### src/rtl/nps_pkg.sv
// Shared types and constants for the nearest point search block.
// Used by nps_ctrl, nps_datapath and nearest_point_search; no dependencies.
package nps_pkg;

  localparam int unsigned COORD_BITS     = 24;
  localparam int unsigned ID_BITS        = 31;
  localparam int unsigned DIST_BITS      = 2 * COORD_BITS + 2;
  localparam int unsigned SQ_BITS        = 2 * COORD_BITS + 1;
  localparam int unsigned MAX_POINTS_DEF = 1024;
  localparam int unsigned CFG_DATA_BITS  = 2;

  // request kinds
  localparam logic KIND_LOAD  = 1'b0;
  localparam logic KIND_QUERY = 1'b1;

  // configuration register indexes
  localparam logic REG_DIMENSIONS = 1'b0;
  localparam logic REG_UNMAPPED   = 1'b1;

  localparam logic [1:0] DIM_FLAT = 2'd2;
  localparam logic [1:0] DIM_RESET = 2'd3;

  typedef logic signed [COORD_BITS-1:0] coord_t;

  typedef struct packed {
    logic                kind;
    logic                restart;
    coord_t              coord_x;
    coord_t              coord_y;
    coord_t              coord_z;
    logic [ID_BITS-1:0]  point_id;
  } req_t;

  typedef struct packed {
    logic [ID_BITS-1:0]  dest_id;
    logic [ID_BITS-1:0]  nearest_id;
    logic                found;
    logic                unmapped_error;
    logic                store_overflowed;
  } res_t;

  typedef struct packed {
    coord_t              x;
    coord_t              y;
    coord_t              z;
    logic [ID_BITS-1:0]  id;
  } entry_t;

  // controller -> datapath
  typedef struct packed {
    logic load;     // store the accepted point
    logic query;    // latch the query point, clear the running best
    logic issue;    // read the entry at the scan index, advance it
    logic publish;  // register the result and strobe it
  } cmd_t;

  // datapath -> controller
  typedef struct packed {
    logic empty;       // store holds no point
    logic last_issue;  // scan index is at the last stored entry
    logic pipe_empty;  // no entry in flight in the distance pipeline
  } sts_t;

endpackage

### src/rtl/nps_ctrl.sv
// Sequencer for nearest point search: accepts requests, steps the scan, publishes.
// Depends on nps_pkg (cmd_t, sts_t, req_t kinds).
module nps_ctrl (
  input  logic          clk_i,
  input  logic          rst_ni,
  input  logic          start_i,
  input  logic          kind_i,
  input  nps_pkg::sts_t sts_i,
  output nps_pkg::cmd_t cmd_o,
  output logic          busy_o
);

  typedef enum logic [2:0] {
    ST_IDLE  = 3'b001,
    ST_SCAN  = 3'b010,
    ST_DRAIN = 3'b100
  } state_e;

  state_e state_q, state_d;

  always_comb begin
    state_d = state_q;
    cmd_o   = '0;
    unique case (state_q)
      ST_IDLE: begin
        if (start_i) begin
          if (kind_i == nps_pkg::KIND_LOAD) begin
            cmd_o.load = 1'b1;
          end else begin
            cmd_o.query = 1'b1;
            state_d     = sts_i.empty ? ST_DRAIN : ST_SCAN;
          end
        end
      end
      ST_SCAN: begin
        cmd_o.issue = 1'b1;
        if (sts_i.last_issue) state_d = ST_DRAIN;
      end
      ST_DRAIN: begin
        if (sts_i.pipe_empty) begin
          cmd_o.publish = 1'b1;
          state_d       = ST_IDLE;
        end
      end
      default: state_d = ST_IDLE;
    endcase
  end

  always_ff @(posedge clk_i or negedge rst_ni) begin
    if (!rst_ni) begin
      state_q <= ST_IDLE;
    end else begin
      state_q <= state_d;
    end
  end

  assign busy_o = (state_q != ST_IDLE);

endmodule

### config.mk
export PLATFORM = sky130hd
export DESIGN_NAME = nps_ctrl
export DESIGN_NICKNAME = d
export VERILOG_FILES = /design/src/rtl/nps_pkg.sv /design/src/rtl/nps_ctrl.sv
export SDC_FILE = /design/constraint.sdc
export NUM_CORES = 1
export LEC_CHECK = 0
export ABC_CLOCK_PERIOD_IN_PS = 1320
export BUFFER_PORTS_ARGS = -buffer_cell sky130_fd_sc_hd__buf_4
export CORE_AREA = 2 2 39 41
export CTS_BUF_LIST = sky130_fd_sc_hd__clkbuf_4
export DETAILED_ROUTE_END_ITERATION = 7
export DIE_AREA = 0 0 41 43
export PLACE_DENSITY_LB_ADDON = 0.25
export SYNTH_ARGS = -nofsm -noshare
export SYNTH_HDL_FRONTEND = slang
export SYNTH_SLANG_ARGS = --single-unit
### constraint.sdc
create_clock -name clk_i -period 1.32 [get_ports clk_i]
set_input_delay 0.264 -clock clk_i [delete_from_list [all_inputs] [get_ports clk_i]]
set_output_delay 0.264 -clock clk_i [all_outputs]
set_load 0.05 [all_outputs]
; Yosys cells after proc, flatten, opt, wreduce, memory -nomap -nowiden
; Index checks and enable logic that the tools add are counted.
[classes]
eq_ne = 8
n_mux = 13
reduce_logical = 1
[ops]
columns = cell, n
row1 = two-way mux 3 bit, 5
row2 = one-hot mux 3 bit (3 select lines), 1
row3 = != test 2 bit (second input constant), 4
row4 = two-way mux 1 bit, 5
row5 = two-way mux 2 bit, 2
row6 = AND reduction 4 bit, 1
row7 = equality test 3 x 1 -> 1 bit (second input constant), 1
row8 = equality test 3 x 2 -> 1 bit (second input constant), 1
row9 = equality test 3 bit (second input constant), 1
row10 = != test 3 x 1 -> 1 bit (second input constant), 1
[word_totals]
regBits = 3
in_bits = 7
output_inout_bits = 5
elab_cells = 23

; Logic depth before layout (Yosys ltp)
; Gate-level depths: netlist of run 1.
[logic_depth]
word_depth = 4
mapped_depth = 4
mapped_depth_nobuf = 4

; Worst setup path after synthesis of run 1
; Ideal clock, no wire load.
[synth_timing]
kind = register to register
startpoint = reg state_q[2]
endpoint = reg state_q[1]
setup_ns = 0.084
arrival_time_ns = 1.922
required_time_ns = 1.236
path_slack_ns = -0.686
stages_incl_launch_ff = 4
path_buffers = 0
period_less_slack_ns = 2.006
path_cell_list = dfrtp_1 > nor3b_1 > inv_1 > o22ai_1
[synth_between]
elab_chain_cells = 3
word_cells_on_any_way = 9
cone_classes = eq/ne (7) / mux (1) / reduce/logical (1)
[synth_lines]
columns = element, line
row1 = start: declaration, nps_ctrl.sv:19  ; state_e state_q, state_d;
row2 = start signal: assignment, nps_ctrl.sv:53  ; state_q <= state_d;
row3 = equality test 3 x 2 -> 1 bit (tied with other cells), nps_ctrl.sv:24  ; unique case (state_q)
row4 = != test 2 bit (no line), --
row5 = AND reduction 4 bit (no line), --
; Parallel ways exist; a longest one is shown, timed or not.
; A chain may end at the register's enable or synchronous reset.

==> flow_metrics.tcl, run 1 <==
set metrics [dict create \
    stdcell_count 55 \
    path_cells "nor4bb_4 > nor2b_4 > buf_6" \
    status "finished, violations left" \
    failed_checks "negative setup slack" \
    top_regs "state_q (3)" \
    top_register "state_q" \
    htreeDepth 1 \
    timing.fmax_mhz 608 \
    synth_cells 16 \
    cts_buffer_depth 2 \
    min-delay-start "sts_i[2]" \
    nets 47 \
    place_inst 47 \
    tritoncts "yes" \
    crit_required_ns 1.06 \
    drt_first_iter_violations 0 \
    dp_hpwl_um 445 \
    ys_warn_count 0 \
    dieWidth_um 41 \
    synth_area_leaders "dfrtp_1 29%, dfstp_2 15%, and4bb_2 14%" \
    cp_top_family "flip-flops" \
    worstRegToRegCells 4 \
    largest_reg_flops 3 \
    cp.arrival_ns 1.38 \
    rows 14 \
    ios 12 \
    fin_crit_ns 1.64 \
    antenna_found_initial 0 \
    tns_ns -1.35 \
    num_vias 208 \
    grtUsageTotal_pct 9.05 \
    critPathMaxStageDelay_ns 0.54 \
    grt_max_degree 5 \
    start_util_pct 12.6 \
    r2r_end "state_q[2]" \
    die_y_um 43 \
    root_buffer "clkbuf_4" \
    power_density_nw_per_um2 1020 \
    clk_pin_slew_ns 0.04 \
    finClkSkew_ns 0.0000366 \
    hold_ws_ns 0.225 \
    grt_pass1_wl_um 993 \
    num_antenna_cells 0 \
    path_class "reg -> out" \
    drive_above_1_share_pct 82.1 \
    reg2reg_slack_ns 0.02 \
    worst_slack_ns -0.324 \
    ys_types 14 \
    syn_area_um2 174 \
    drc_errors 0 \
    seqCellArea_um2 76.3 \
    core-area_um2 1380 \
    wl_per_cell_um 10.8 \
    ys_seq_area_share_pct 43.9 \
    clk_latency_ns 0.23 \
    multiInputGateArea_um2 135 \
    rr_startpoint "state_q[0]" \
    crit_path_top_delay_cell "dfstp_2" \
    tightest_slew_ns 0.390 \
    syn2layout_area_growth_pct 159 \
    cp_max_fo 3 \
    slew_violations 0 \
    first_global_vias 254 \
    hold_depth 2 \
    synth_nets 23 \
    synth.top_cell.area_share_pct 28.8 \
    clock_sinks 3 \
    maxCapViolCount 0 \
    avgSynthCellArea_um2 10.9 \
    routed_wl_um 594 \
    fill_cells 142 \
    rsz0062_at_grt "true" \
    grt.overflow.total 0 \
    end_kind "primary output" \
    cts-buffers-inserted 3 \
    hp-class "in -> reg" \
    critical_path.startpoint_type "flop" \
    die_area_um2 1760 \
    io_buffer_count 11 \
    hold_violations 0 \
    ant_nets 0 \
    via_per_inst 3.78 \
    min_to "state_q[1]" \
    routabilityCongestion 0.581 \
    p_leak_nw 0.213 \
    post-route-period-util_pct 125 \
    critPathBufInv 1 \
    finalSetupViolations 5 \
    first_pass_iters 1 \
    slew_headroom_pct 73.6 \
    worst_ir_drop_vdd_mv 0.307 \
    ys_seq_elements 3 \
    synth_top_area_cell "dfrtp_1" \
]
[routing by layer]
metal / routed length [µm] / up-vias / track usage (%)
met5: 0 / - / 0
met4: 0 / 0 / 8.00
met3: 10 / 0 / 1.57
met2: 449 / 2 / 17.2
met1: 133 / 100 / 6.45
li1: - / 106 / -
[power breakdown]
part | switching (W) | internal (W)
combinational | 0.0000764 | 0.0000885
sequential | 0.00000858 | 0.000102
clock | 0.0000517 | 0.000134
[worst max-delay path by stage]
stage / start / end / cells after the start
after floorplan: state_q[0] / cmd_o[3] / 2
after global placement: state_q[0] / cmd_o[2] / 4
after detailed placement: state_q[0] / cmd_o[2] / 4
after CTS: state_q[0] / cmd_o[3] / 3
after global routing: state_q[0] / cmd_o[3] / 3
final: state_q[0] / cmd_o[3] / 3
[through the flow]
stage | instance area [µm²] | power, W | setup WS, ns | utilization [%]
3_3_place_gp | 345 | 0.000244 | -0.148 | 25.0
3_5_place_dp | 345 | 0.000246 | -0.180 | 25.0
6_report | 450 | 0.000461 | -0.324 | 32.5
2_1_floorplan | 213 | 0.000194 | -0.0720 | -
5_1_grt | 450 | 0.000488 | -0.388 | 32.5
4_1_cts | 425 | 0.000458 | -0.335 | 30.7
[kinds of logic (layout without fill, tap and decap cells)]
logic type | Yosys count | after routing | share of synthesized area (%)
and+or+nand+nor | 9 | 9 | 43.2
DFF | 3 | 3 | 43.9
AOI/OAI and AO/OA | 2 | 2 | 8.64
buffers and inverters | 2 | 25 | 4.31
[layout make-up]
type / count / area share, %
Timing Repair Buffer: 19 / 39.7
Multi-Input combinational cell: 11 / 30.0
Sequential cell: 3 / 16.9
Clock buffer: 4 / 6.67
Tap cell: 16 / 4.44
Inverter: 2 / 2.22
[synthesized netlist by cell type]
cell type,count
o22ai_1,1
a211o_1,1
nand2_1,1
nor2b_1,1
nor3b_1,1
inv_2,1
nor4bb_1,1
or3b_2,1
dfstp_2,1
and4bb_2,2
nor3_1,1
nor4b_1,1
inv_1,1
dfrtp_1,2
[what timing repair did]
action | 4_1_cts | 5_1_grt
gates resized for setup | 7 | 4
hold endpoints to repair | 3 | 0
hold buffers | 1 | 0
buffers inserted | 2 | 1
setup endpoints to repair | 7 | 7
pin swaps | 1 | 2
[cell usage in the layout, fill, tap and decap left out, drive strengths merged]
cell type and count:
a211o 1, and4bb 2, buf 18, clkbuf 4
dfrtp 2, dfstp 1, dlygate4sd3 1, inv 2
nand2 1, nor2b 1, nor3 1, nor3b 1
nor4b 1, nor4bb 1, o22ai 1, or3b 1
No activity file was read; power rests on OpenSTA's default activity.
==> run 2, diff against run 1 <==
- BUFFER_PORTS_ARGS: -buffer_cell sky130_fd_sc_hd__buf_4 -> -buffer_cell sky130_fd_sc_hd__clkbuf_2
==> run 2 against run 1 <==
  * The flow still finishes with violations (negative setup slack)
  * Die area is the same
  * Non-clock buffer count fell by 2
  * Power is 1.6% lower
  * Hold slack got worse by 0.0055 ns
  * Sequential cell count is the same
  * Combinational power is 4% lower
  * Via count is 4.8% higher
  * Clock skew up 0.0038 ns
  * Register-to-register slack better by 0.06 ns
  * Critical path type unchanged
  * Largest power group unchanged
==> flow_metrics.tcl, run 2 (synthesis gave the netlist of run 1 again) <==
set metrics [dict create \
    timing.fmax_mhz 618 \
    rr_startpoint "state_q[1]" \
    clk_pin_slew_ns 0.04 \
    clk_latency_ns 0.23 \
    cp.arrival_ns 1.35 \
    wl_per_cell_um 10.3 \
    place_inst 47 \
    grt.overflow.total 0 \
    num_vias 218 \
    grtUsageTotal_pct 9.65 \
    core-area_um2 1380 \
    drt_first_iter_violations 1 \
    root_buffer "clkbuf_4" \
    stdcell_count 53 \
    p_total_w 0.000453 \
    r2r_end "state_q[2]" \
    drive_above_1_share_pct 86.5 \
    die_area_um2 1760 \
    cp_max_fo 4 \
    rows 14 \
    antenna_found_initial 0 \
    finClkSkew_ns 0.00383 \
    routed_wl_um 548 \
    io_buffer_count 11 \
    min-delay-start "sts_i[2]" \
    syn2layout_area_growth_pct 153 \
    end_kind "primary output" \
    post-place-ws_ns -0.159 \
    place_area_um2 333 \
    grt_max_degree 7 \
    final_cell_mix "6 x clkbuf_2, 4 x clkbuf_4, 4 x buf_8" \
    ant_nets 0 \
    first_pass_iters 2 \
    slew_headroom_pct 82.9 \
    critical_path.startpoint_type "flop" \
    top_regs "state_q (3)" \
    tritoncts "yes" \
    worst_slack_ns -0.298 \
    routabilityCongestion 0.586 \
    num_antenna_cells 0 \
    dp_hpwl_um 435 \
    crit_required_ns 1.06 \
    clock_sinks 3 \
    reg2reg_slack_ns 0.08 \
    slew_violations 0 \
    hold_depth 2 \
    maxCapViolCount 0 \
    fin_crit_ns 1.62 \
    worstRegToRegCells 4 \
    final_area_um2 439 \
    grt_pass1_wl_um 979 \
    finalSetupViolations 5 \
    failed_checks "negative setup slack" \
    htreeDepth 1 \
    worst_ir_drop_vdd_mv 0.252 \
    rsz0062_at_grt "true" \
    tightest_slew_ns 0.256 \
    hold_violations 0 \
    first_global_vias 223 \
    die_y_um 43 \
    path_class "reg -> out" \
    ios 12 \
    post-route-period-util_pct 123 \
    hold_ws_ns 0.220 \
    cts_buffer_depth 2 \
    min_to "state_q[1]" \
    cts-buffers-inserted 3 \
    mostFrequentLayoutCell "clkbuf_2" \
    top_register "state_q" \
    dieWidth_um 41 \
    start_util_pct 12.6 \
    drc_errors 0 \
    largest_reg_flops 3 \
    status "finished, violations left" \
    hp-class "in -> reg" \
    p_leak_nw 0.200 \
    power_density_nw_per_um2 1030 \
    via_per_inst 4.11 \
    nets 45 \
]
## run 2: cell types whose count changed in the layout (fill, tap and decap cells not counted), sizes merged
cell,delta
buf,-8
clkbuf,+6
## run 2: layer usage
metal / up-vias / wire, µm / GRT usage [%]
li1: 103 / - / -
met1: 105 / 155 / 7.74
met2: 6 / 336 / 14.1
met3: 4 / 16 / 3.14
met4: 0 / 39 / 14.0
met5: - / 0 / 0
## run 2: worst max-delay path by stage
stage | start | to | depth (start not counted) | slack (ns)
floorplan | state_q[0] | cmd_o[3] | 2 | -0.07
global placement | state_q[2] | cmd_o[3] | 3 | -0.15
detailed placement | state_q[2] | cmd_o[3] | 3 | -0.16
CTS | state_q[0] | cmd_o[2] | 4 | -0.34
global route | state_q[0] | cmd_o[3] | 3 | -0.37
finish | state_q[0] | cmd_o[3] | 3 | -0.30
## run 2: final cells by class
type	count	area (µm²)
Inverter	2	10.0
Sequential cell	3	78.8
Tap cell	16	20.0
Multi-Input combinational cell	11	135
Timing Repair Buffer	17	165
Fill cell	150	945
Clock buffer	4	30.0
## run 2: per-stage QoR
| step | setup TNS (ns) | util [%] |
|---|---|---|
| after global placement | -0.355 | 24.1 |
| after CTS | -1.29 | 30.8 |
| after global routing | -1.37 | 31.7 |
| after floorplan | -0.0758 | - |
| after detailed placement | -0.391 | 24.1 |
| final | -1.10 | 31.7 |
## run 2: timing repair
action / CTS / global route
endpoints found under the setup margin: 5 / 6
gates cloned: 0 / 0
resized for setup: 11 / 7
hold buffers: 1 / 0
setup buffers: 1 / 0
endpoints found under the hold margin: 3 / 0
pin swaps: 1 / 3
## run 2: worst max-delay path, stage by stage, from the launching register on
cell	delay, ns
dfstp_2	0.54
nor4bb_4	0.23
nor2b_4	0.20
buf_8	0.15
## run 2: where the power goes
| part | internal, W | total, W | switching [W] |
|---|---|---|---|
| Sequential | 0.000102 | 0.000113 | 0.0000106 |
| Clock | 0.000134 | 0.000182 | 0.0000485 |
| Combinational | 0.0000846 | 0.000158 | 0.0000737 |
==> run 3, diff against run 2 <==
- RECOVER_POWER: default -> 50
==> run 3 against run 2 <==
  * The flow still finishes with violations (negative setup slack)
  * Clock skew stayed put
  * Register-to-register slack hardly changed
  * Maximum frequency stayed put
  * Worst setup slack stayed put
  * Global-route usage stayed put
  * Sequential cell count stayed put
==> flow_metrics.tcl, run 3 (synthesis gave the netlist of run 1 again) <==
set metrics [dict create \
    status "finished, violations left" \
    failed_checks "negative setup slack" \
    antenna_found_initial 0 \
    drc_errors 0 \
    start_util_pct 12.6 \
    p_comb_share_pct 34.8 \
    slew_violations 0 \
    hold_violations 0 \
    tightest_slew_ns 0.256 \
    wl_met3_um 16 \
    met1_length_um 156 \
    power.internal_w 0.000320 \
    first_global_vias 223 \
    root_buffer "clkbuf_4" \
    p_leak_nw 0.197 \
    rows 14 \
    grtUsageTotal_pct 9.65 \
    p_seq_share_pct 24.9 \
    finalSetupViolations 5 \
    rr_startpoint "state_q[1]" \
    cp_max_fo 4 \
    worst_slack_ns -0.298 \
    power_density_nw_per_um2 1030 \
    routabilityCongestion 0.586 \
    cp-startpoint "state_q[0]" \
    p_switching_w 0.000133 \
    tritoncts "yes" \
    wl_per_cell_um 10.4 \
    wl_met2_um 336 \
    ios 12 \
    path_class "reg -> out" \
    die_area_um2 1760 \
    grt.overflow.total 0 \
    cts-buffers-inserted 3 \
    end_kind "primary output" \
    timing.fmax_mhz 618 \
    cp.arrival_ns 1.35 \
    drt_first_iter_violations 1 \
    post-route-period-util_pct 123 \
    mostFrequentLayoutCell "clkbuf_2" \
    core-area_um2 1380 \
    grt_pass1_wl_um 979 \
    highest_layer "met4" \
    clk_latency_ns 0.23 \
    finClkSkew_ns 0.00383 \
    hp-class "in -> reg" \
    syn2layout_area_growth_pct 152 \
    maxCapViolCount 0 \
    die_y_um 43 \
    htreeDepth 1 \
    min-delay-start "sts_i[2]" \
    nets 45 \
    num_antenna_cells 0 \
    drive_above_1_share_pct 83.8 \
    grt_max_degree 7 \
    post-route-util_pct 31.6 \
    io_buffer_count 11 \
    final_cell_mix "5 x clkbuf_2, 4 x clkbuf_4, 4 x buf_8" \
    critical_path.startpoint_type "flop" \
    clk_pin_slew_ns 0.04 \
    top_register "state_q" \
    slew_headroom_pct 82.9 \
    num_vias 218 \
    top_regs "state_q (3)" \
    crit_required_ns 1.06 \
    hold_ws_ns 0.220 \
    clock_sinks 3 \
    cts_buffer_depth 2 \
    routed_wl_um 549 \
    via_per_inst 4.11 \
    ant_nets 0 \
    swShare_pct 29.3 \
    dp_hpwl_um 435 \
    first_pass_iters 2 \
    worst_ir_drop_vdd_mv 0.252 \
    dieWidth_um 41 \
    largest_reg_flops 3 \
    rsz0062_at_grt "true" \
    fin_crit_ns 1.62 \
    clockPowerShare_pct 40.2 \
]
run 3: area by class of cell:
class | instances | area (µm²)
clock buffer | 4 | 30.0
fill | 150 | 946
inverter | 2 | 10.0
multi-input combinational | 11 | 135
sequential | 3 | 78.8
tap | 16 | 20.0
timing repair buffer | 17 | 164
run 3: worst max-delay path: stages, from the launching register on:
cell and delay (ns):
dfstp_2 0.54, nor4bb_4 0.23, nor2b_4 0.20, buf_8 0.15
run 3: metrics by stage:
stage                     setup slack, ns  cells  power (W)  instance area [µm²]  setup TNS (ns)
after floorplan                   -0.0720     16   0.000194                  213         -0.0758
after global placement             -0.147     47   0.000239                  333          -0.355
after detailed placement           -0.159     47   0.000241                  333          -0.391
after CTS                          -0.338     53   0.000453                  427           -1.29
after global routing               -0.368     53   0.000476                  438           -1.37
final                              -0.298     53   0.000453                  438           -1.10
run 3: power groups by stage:
stage | Sequential [W] | Clock (W) | Combinational (W)
final | 0.000113 | 0.000182 | 0.000158
after global routing | 0.000115 | 0.000194 | 0.000167
after CTS | 0.000113 | 0.000190 | 0.000150
after detailed placement | 0.000113 | 0 | 0.000128
after global placement | 0.000113 | 0 | 0.000126
after floorplan | 0.000114 | 0 | 0.0000798
run 3: path summary, 6_finish.rpt:
check                      depth (start not counted)  slack, ns    endpoint
hold / removal                                     2       0.22  state_q[1]
hold reg to reg                                    3       0.68  state_q[1]
setup reg to reg                                   4       0.08  state_q[2]
min in group asynchronous                          2       0.37  state_q[1]
max in group asynchronous                          2       0.72  state_q[0]
setup / recovery                                   3      -0.30    cmd_o[3]
run 3: routing by layer:
| metal | GRT usage (%) | up-vias |
|---|---|---|
| li1 | - | 103 |
| met1 | 7.74 | 105 |
| met2 | 14.1 | 6 |
| met3 | 3.14 | 4 |
| met4 | 14.0 | 0 |
| met5 | 0 | - |
run 3: timing repair:
| action | 4_1_cts | 5_1_grt |
|---|---|---|
| hold endpoints to repair | 3 | 0 |
| resized for setup | 11 | 7 |
| setup endpoints to repair | 5 | 6 |
| pin swaps | 1 | 3 |
| buffers inserted | 1 | 0 |
| hold buffers | 1 | 0 |
